**src/hdl/deadline_timer_queue_defines.svh**
```systemverilog
// Assertion macros shared by the timer queue RTL.
// Depends on nothing; the including module provides clk and arst_n.
`ifndef DEADLINE_TIMER_QUEUE_DEFINES_SVH
`define DEADLINE_TIMER_QUEUE_DEFINES_SVH

// Same-cycle implication, disabled during reset.
`define DTQ_ASSERT(label, ante, cons, msg) \
	label: assert property (@(posedge clk) disable iff (!arst_n) (ante) |-> (cons)) \
		else $error(msg);

// Next-cycle implication, disabled during reset.
`define DTQ_ASSERT_NEXT(label, ante, cons, msg) \
	label: assert property (@(posedge clk) disable iff (!arst_n) (ante) |=> (cons)) \
		else $error(msg);

`endif

```
**src/hdl/dtq_pkg.sv**
```systemverilog
// Package for the deadline timer queue: item types, codes, slot layout.
// No dependencies.
package dtq_pkg;

	localparam int DTQ_SLOTS = 32;

	typedef enum logic {
		OP_ADD  = 1'b0,
		OP_TICK = 1'b1
	} op_t;

	typedef enum logic [2:0] {
		KIND_FIRED        = 3'd0,
		KIND_NEW_DEADLINE = 3'd1,
		KIND_NO_CHANGE    = 3'd2,
		KIND_EMPTY        = 3'd3,
		KIND_DROPPED      = 3'd4
	} result_kind_t;

	typedef struct packed {
		op_t         operation;
		logic [15:0] timer_handle;
		logic [47:0] expiry_time;
		logic [31:0] repeat_interval;
		logic [47:0] current_time;
	} req_item_t;

	typedef struct packed {
		result_kind_t result_kind;
		logic [15:0]  fired_handle;
		logic [47:0]  next_deadline;
		logic         last_result;
	} rsp_item_t;

	// One table entry as stored in the slot memory
	typedef struct packed {
		logic        valid;
		logic [47:0] expiry;
		logic [31:0] interval;
		logic [15:0] handle;
	} slot_t;

	typedef enum logic [2:0] {
		S_CLEAR,
		S_IDLE,
		S_SCAN,
		S_DRAIN,
		S_DONE_ADD,
		S_FIRE,
		S_LAST_OUT
	} state_t;

	typedef enum logic [1:0] {
		MODE_ADD,
		MODE_FIRE,
		MODE_REARM
	} mode_t;

endpackage

```
**src/hdl/deadline_timer_queue.sv**
```systemverilog
// Deadline timer queue: TIMER_SLOTS timers held in one slot memory, scanned by a
// single compare unit. After reset a clearing pass over every slot runs before
// the first item is taken. An add item takes one pass to find the lowest free
// slot. A tick makes one memory pass per fired timer to pick the next one in
// expiry order, one pass that finds nothing more, and one pass that re-arms or
// removes the fired timers while finding the earliest deadline. Each pass reads
// one slot a cycle through the memory's single read port. One item is worked at
// a time; the final result may wait in the output register while the next item
// is accepted. Output stalls hold the sequencer in its result states.
// Depends on dtq_pkg and deadline_timer_queue_defines.svh.
`include "deadline_timer_queue_defines.svh"

module deadline_timer_queue #(
	parameter int TIMER_SLOTS = dtq_pkg::DTQ_SLOTS
) (
	input  logic               clk,
	input  logic               arst_n,
	input  logic               req_valid,
	output logic               req_ready,
	input  dtq_pkg::req_item_t req,
	output logic               rsp_valid,
	input  logic               rsp_ready,
	output dtq_pkg::rsp_item_t rsp
);
	import dtq_pkg::*;

	localparam int IW = (TIMER_SLOTS > 1) ? $clog2(TIMER_SLOTS) : 1;
	localparam logic [IW-1:0] LAST_IDX = IW'(TIMER_SLOTS - 1);

	// Slot memory
	slot_t mem [TIMER_SLOTS];

	state_t        state_q, state_nx;
	mode_t         mode_q;
	logic [IW-1:0] scan_idx_q;
	logic          vld_s1;
	logic [IW-1:0] idx_s1;
	slot_t         rd_s1;

	req_item_t     item_q;
	logic          best_found_q;
	logic [IW-1:0] best_idx_q;
	logic [47:0]   best_exp_q;
	logic [15:0]   best_handle_q;
	logic          last_vld_q;
	logic [47:0]   last_exp_q;
	logic [IW-1:0] last_idx_q;
	logic [47:0]   earliest_q;
	logic          nonempty_q;
	logic          rsp_valid_q;
	rsp_item_t     rsp_q;

	logic          out_free;
	logic          emit_c;
	rsp_item_t     rsp_next;
	logic          mem_we;
	logic [IW-1:0] mem_wa;
	slot_t         mem_wd;
	logic          req_acc;
	logic          scan_wrap;
	logic          add_changed;

	// Shared compare unit on the slot just read
	logic          expired_c;
	logic          after_last_c;
	logic [48:0]   rearm_sum;
	logic [47:0]   rearm_exp;
	logic          keep_c;
	logic [47:0]   key_c;
	logic          take_c;

	assign out_free    = !rsp_valid_q || rsp_ready;
	assign req_ready   = (state_q == S_IDLE);
	assign req_acc     = req_valid && req_ready;
	assign scan_wrap   = (scan_idx_q == LAST_IDX);
	assign rsp_valid   = rsp_valid_q;
	assign rsp         = rsp_q;
	assign add_changed = !nonempty_q || (item_q.expiry_time < earliest_q);

	always_comb begin
		expired_c    = rd_s1.valid && (rd_s1.expiry < item_q.current_time);
		after_last_c = !last_vld_q || (rd_s1.expiry > last_exp_q) ||
			((rd_s1.expiry == last_exp_q) && (idx_s1 > last_idx_q));
		rearm_sum    = {1'b0, item_q.current_time} + {17'd0, rd_s1.interval};
		rearm_exp    = rearm_sum[48] ? {48{1'b1}} : rearm_sum[47:0];
		keep_c       = rd_s1.valid && !(expired_c && (rd_s1.interval == 32'd0));
		key_c        = expired_c ? rearm_exp : rd_s1.expiry;
		take_c       = 1'b0;
		case (mode_q)
			MODE_ADD: begin
				take_c = !rd_s1.valid && !best_found_q;
			end
			MODE_FIRE: begin
				key_c  = rd_s1.expiry;
				take_c = expired_c && after_last_c &&
					(!best_found_q || (rd_s1.expiry < best_exp_q));
			end
			MODE_REARM: begin
				take_c = keep_c && (!best_found_q || (key_c < best_exp_q));
			end
			default: begin
				take_c = 1'b0;
			end
		endcase
	end

	// Next state
	always_comb begin
		state_nx = state_q;
		case (state_q)
			S_CLEAR: begin
				if (scan_wrap) state_nx = S_IDLE;
			end
			S_IDLE: begin
				if (req_acc) state_nx = S_SCAN;
			end
			S_SCAN: begin
				if (scan_wrap) state_nx = S_DRAIN;
			end
			S_DRAIN: begin
				case (mode_q)
					MODE_ADD:   state_nx = S_DONE_ADD;
					MODE_FIRE:  state_nx = S_FIRE;
					MODE_REARM: state_nx = S_LAST_OUT;
					default:    state_nx = S_IDLE;
				endcase
			end
			S_DONE_ADD: begin
				if (out_free) state_nx = S_IDLE;
			end
			S_FIRE: begin
				if (!best_found_q || out_free) state_nx = S_SCAN;
			end
			S_LAST_OUT: begin
				if (out_free) state_nx = S_IDLE;
			end
			default: begin
				state_nx = S_IDLE;
			end
		endcase
	end

	// Outputs of the sequencer: memory writes and result emission
	always_comb begin
		mem_we   = 1'b0;
		mem_wa   = scan_idx_q;
		mem_wd   = '0;
		emit_c   = 1'b0;
		rsp_next = '{result_kind: KIND_FIRED, fired_handle: 16'd0,
			next_deadline: 48'd0, last_result: 1'b1};
		case (state_q)
			S_CLEAR: begin
				mem_we = 1'b1;
			end
			S_SCAN, S_DRAIN: begin
				// fired timers are re-armed or dropped as the final pass sees them
				if (mode_q == MODE_REARM && vld_s1 && expired_c) begin
					mem_we          = 1'b1;
					mem_wa          = idx_s1;
					mem_wd          = rd_s1;
					mem_wd.valid    = keep_c;
					mem_wd.expiry   = rearm_exp;
				end
			end
			S_DONE_ADD: begin
				if (out_free) begin
					emit_c = 1'b1;
					if (!best_found_q) begin
						rsp_next.result_kind = KIND_DROPPED;
					end else begin
						mem_we = 1'b1;
						mem_wa = best_idx_q;
						mem_wd = '{valid: 1'b1, expiry: item_q.expiry_time,
							interval: item_q.repeat_interval, handle: item_q.timer_handle};
						if (add_changed) begin
							rsp_next.result_kind   = KIND_NEW_DEADLINE;
							rsp_next.next_deadline = item_q.expiry_time;
						end else begin
							rsp_next.result_kind = KIND_NO_CHANGE;
						end
					end
				end
			end
			S_FIRE: begin
				if (best_found_q && out_free) begin
					emit_c                = 1'b1;
					rsp_next.result_kind  = KIND_FIRED;
					rsp_next.fired_handle = best_handle_q;
					rsp_next.last_result  = 1'b0;
				end
			end
			S_LAST_OUT: begin
				if (out_free) begin
					emit_c = 1'b1;
					if (best_found_q) begin
						rsp_next.result_kind   = KIND_NEW_DEADLINE;
						rsp_next.next_deadline = best_exp_q;
					end else begin
						rsp_next.result_kind = KIND_EMPTY;
					end
				end
			end
			default: begin
				mem_we = 1'b0;
			end
		endcase
	end

	// Slot memory: one write port, one registered read port
	always_ff @(posedge clk) begin
		if (mem_we) mem[mem_wa] <= mem_wd;
		rd_s1 <= mem[scan_idx_q];
	end

	// Control registers
	always_ff @(posedge clk or negedge arst_n) begin
		if (!arst_n) begin
			state_q      <= S_CLEAR;
			mode_q       <= MODE_ADD;
			scan_idx_q   <= '0;
			vld_s1       <= 1'b0;
			best_found_q <= 1'b0;
			last_vld_q   <= 1'b0;
			nonempty_q   <= 1'b0;
			rsp_valid_q  <= 1'b0;
		end else begin
			state_q <= state_nx;
			vld_s1  <= (state_q == S_SCAN);

			// scan address walks the table in clearing and scan passes
			if (state_q == S_CLEAR || state_q == S_SCAN) begin
				scan_idx_q <= scan_wrap ? '0 : scan_idx_q + 1'b1;
			end

			if (vld_s1 && take_c) best_found_q <= 1'b1;

			if (req_acc) begin
				mode_q       <= (req.operation == OP_TICK) ? MODE_FIRE : MODE_ADD;
				scan_idx_q   <= '0;
				best_found_q <= 1'b0;
				last_vld_q   <= 1'b0;
			end

			if (state_q == S_FIRE) begin
				if (!best_found_q) begin
					mode_q <= MODE_REARM;
				end else if (out_free) begin
					last_vld_q   <= 1'b1;
					best_found_q <= 1'b0;
				end
			end

			if (state_q == S_DONE_ADD && out_free && best_found_q) nonempty_q <= 1'b1;
			if (state_q == S_LAST_OUT && out_free) nonempty_q <= best_found_q;

			// output register
			if (emit_c) begin
				rsp_valid_q <= 1'b1;
			end else if (rsp_ready) begin
				rsp_valid_q <= 1'b0;
			end
		end
	end

	// Payload registers
	always_ff @(posedge clk) begin
		idx_s1 <= scan_idx_q;
		if (req_acc) item_q <= req;
		if (vld_s1 && take_c) begin
			best_idx_q    <= idx_s1;
			best_exp_q    <= key_c;
			best_handle_q <= rd_s1.handle;
		end
		if (state_q == S_FIRE && best_found_q && out_free) begin
			last_exp_q <= best_exp_q;
			last_idx_q <= best_idx_q;
		end
		if (state_q == S_DONE_ADD && out_free && best_found_q && add_changed) begin
			earliest_q <= item_q.expiry_time;
		end
		if (state_q == S_LAST_OUT && out_free) earliest_q <= best_exp_q;
		if (emit_c) rsp_q <= rsp_next;
	end

	// Checks
	`DTQ_ASSERT(a_write_when_allowed, mem_we,
		state_q == S_CLEAR || state_q == S_DONE_ADD || mode_q == MODE_REARM,
		"slot memory written outside clear, add or re-arm")
	`DTQ_ASSERT(a_fire_order, state_q == S_FIRE && best_found_q && last_vld_q,
		best_exp_q >= last_exp_q, "timers fired out of expiry order")
	`DTQ_ASSERT(a_accept_quiet, req_acc, !vld_s1,
		"item accepted while a scan is still in flight")
	`DTQ_ASSERT_NEXT(a_last_ends_item, emit_c && rsp_next.last_result,
		state_q == S_IDLE, "final result not followed by idle")

endmodule
```
**config.mk**
```make
export PLATFORM = sky130hd
export DESIGN_NAME = deadline_timer_queue
export DESIGN_NICKNAME = d
export VERILOG_FILES = /design/src/hdl/dtq_pkg.sv /design/src/hdl/deadline_timer_queue.sv
export VERILOG_INCLUDE_DIRS = /design/src /design/src/hdl
export SDC_FILE = /design/constraint.sdc
export NUM_CORES = 2
export LEC_CHECK = 0
export ABC_AREA = 1
export ABC_CLOCK_PERIOD_IN_PS = 6600
export BUFFER_PORTS_ARGS = -buffer_cell sky130_fd_sc_hd__buf_2
export CAP_MARGIN = 20
export CORE_MARGIN = 1
export CORE_UTILIZATION = 25
export DETAILED_ROUTE_END_ITERATION = 16
export PLACE_DENSITY_LB_ADDON = 0.3
export SETUP_SLACK_MARGIN = 0.02
export SYNTH_ARGS = -nofsm -noshare
export SYNTH_HDL_FRONTEND = slang
export SYNTH_SLANG_ARGS = --single-unit
```
**constraint.sdc**
```tcl
create_clock -name clk -period 6.6 [get_ports clk]
set_input_delay 1.32 -clock clk [delete_from_list [all_inputs] [get_ports clk]]
set_output_delay 1.32 -clock clk [all_outputs]
set_load 0.005 [all_outputs]
```
==> out/qor.csv <==
metric,value,unit
outcome,finished clean,
worst_path_max_delay_cell,edfxtp_1,
finalCriticalPeriod,5.93,ns
synth-seq-area-share,0.730,
wire_per_inst,25.2,um
synth.avg_cell_area,12.5,sq um
synthesis.area,147000,sq um
hold_path.class,in -> async,
synth_commonest_cells,"3,486 x edfxtp_1, 1,996 x nor2_1, 1,968 x o21ai_0, 1,020 x nand2_1, 937 x o22ai_1",
async_flop_share,0.00416,
grt_overflow,0,
cts_buffers,393,
drt_pass1_iterations,6,
tightest_slew,1.24,ns
cp-start-kind,flip-flop,
cts-htree-levels,5,
antenna_found_initial,55,
ctsRootBufferMaster,clkbuf_16,
final-max-slew-violation-count,0,
vias,98200,
synth.most_common_cell,edfxtp_1,
post_cts_buffers,0,
dp_hpwl,287000,um
crit_arrival,6.57,ns
max_cap_viol_count,0,
synth_nets,12100,
rsz0062_at_grt,false,
slowest_delay,0.40,ns
grt_pass1_vias,92400,
cts_resized,0,
drc,0,
slew_headroom,0.168,
crit_fanout,33,
yosysTopAreaCell,edfxtp_1,
drt_wl_total,505000,um
ir_drop,0.504,mV
initial_utilization,0.251,
clk_path_buf_depth,4,
synth_edf_count,3486,
ctsHoldBuffers,0,
path_clk_slew,0.06,ns
setup_viol,0,
area_delta_synth_final,17.4,%
skew,0.0725,ns
grt_start_max_net_pins,178,
ant_nets,0,
dieArea,590000,sq um
fin_crit_sh,0.898,
synthFlopType,edfxtp_1,
syn-instance-count,11700,
coreArea,585000,sq um
crit_top_cell,nand2_1,
synthTopCellsByArea,"edfxtp_1 71%, o21ai_0 6.7%, nor2_1 5.1%",
leakage,55.1,nW
die_y,768,um
crit_type,reg -> reg,
drive_above_1_share,0.105,
clkSinkCount,3603,
finish.utilization,0.294,
avgViaCountPerCell,4.89,
clock.fmax,169,MHz
nets,12400,
ys_warn_count,0,
grtUsageTotal,0.164,
ys_ff_latch,3603,
synth_cell_types,60,
cellPowerDensity,442,nW/um^2
gp_congestion,0.866,
die_x,768,um
drtIter0Drc,10900,
worstPathRequired,7.24,ns
post-synth-top-area-fraction,0.713,
total_power,0.0762,W
io_buffers,218,
clkLatencyLatePin,0.99,ns
finalHoldViolations,0,
cp-end-kind,flip-flop,
io_pins,219,
grt_pass1_wl,709000,um
rows,281,
cts_tree,yes,
-- power breakdown --
| group | internal [W] | switching (W) |
|---|---|---|
| combinational | 0.00667 | 0.0188 |
| sequential | 0.0275 | 0.00138 |
| clock | 0.0125 | 0.00938 |
| total | 0.0467 | 0.0296 |
-- kinds of logic after synthesis --
family / count (synthesis) / share of synthesized area
XOR/XNOR: 12 / 0.000716
buffers and inverters: 1187 / 0.0307
AND/OR/NAND/NOR: 3211 / 0.0846
flip-flops: 3603 / 0.730
AO/OA/AOI/OAI: 3433 / 0.130
adder cells (fa/ha/maj): 276 / 0.0236
-- through the flow --
step | setup TNS [ns] | setup WS (ns) | area [sq um] | std cells | hold slack (ns)
2_1_floorplan | -1510.88 | -0.519 | 147000 | 11700 | 0.345
6_report | 0 | 0.674 | 172000 | 20100 | 0.358
5_1_grt | 0 | 0.353 | 172000 | 20100 | 0.336
3_3_place_gp | 0 | 0.698 | 159000 | 19300 | 0.411
3_5_place_dp | 0 | 0.772 | 159000 | 19300 | 0.419
4_1_cts | 0 | 0.743 | 172000 | 20000 | 0.285
-- critical path: cells and delay by family (launching register included) --
family	cells	cell delay, ns
compound gates	11	2.10
fa+ha+maj	3	0.93
buf+inv	3	0.76
simple gates	14	1.27
flops	1	0.40
-- path summary, 6_finish.rpt --
path                       startpoint           endpoint  slack [ns]  cells past startpoint
min reg2reg                 rd_s1[14]  best_handle_q[14]        0.44                      0
max reg2reg                 item_q[0]   best_handle_q[6]        0.67                     31
max in group asynchronous      arst_n      scan_idx_q[2]        5.73                      1
max                         item_q[0]   best_handle_q[6]        0.67                     31
min                            arst_n         nonempty_q        0.36                      1
min in group clk            rd_s1[14]  best_handle_q[14]        0.44                      0
-- final cells by class --
class                           instances  area [sq um]
Fill cell                           59400        413000
Tap cell                             7782          9740
Clock inverter                        211          2180
Multi-Input combinational cell       6932         35800
Antenna cell                           17          42.5
Sequential cell                      3603        107000
Inverter                              447          1730
Clock buffer                          507         10500
Timing Repair Buffer                  572          5240
-- registers in the layout (all words and copies together) (netlist names) --
signal	cells
best_exp_q	48
best_found_q	1
best_handle_q	16
best_idx_q	5
earliest_q	48
idx_s1	5
item_q	144
last_exp_q	48
last_idx_q	5
last_vld_q	1
mem	3104
mode_q	2
nonempty_q	1
rd_s1	97
rsp	68
rsp_valid	1
scan_idx_q	5
state_q	3
vld_s1	1
-- metal layers --
layer,GRT usage,up-vias,wire length [um],share of wire
met4,0.0416,10,13400,0.027
li1,-,43700,-,-
met1,0.239,50100,230000,0.46
met5,0,-,68,0.00013
met2,0.252,3815,223000,0.44
met3,0.0275,649,38800,0.077
-- cell usage in the layout (no fill, tap or decap), drive strengths merged, types with 15 or more instances in the layout --
cell	instances
nor3	28
ha	275
buf	570
o32ai	43
o22ai	937
clkinv	161
nand3	99
nor2	2006
o21ai	2003
nand4	34
inv	459
diode	17
clkbuf	509
dfrtp	15
a22o	28
a21oi	283
edfxtp	3486
o31ai	44
nand2	1024
dfxtp	102
a31oi	16
bufinv	32
Power figures use the tool's default switching activity.
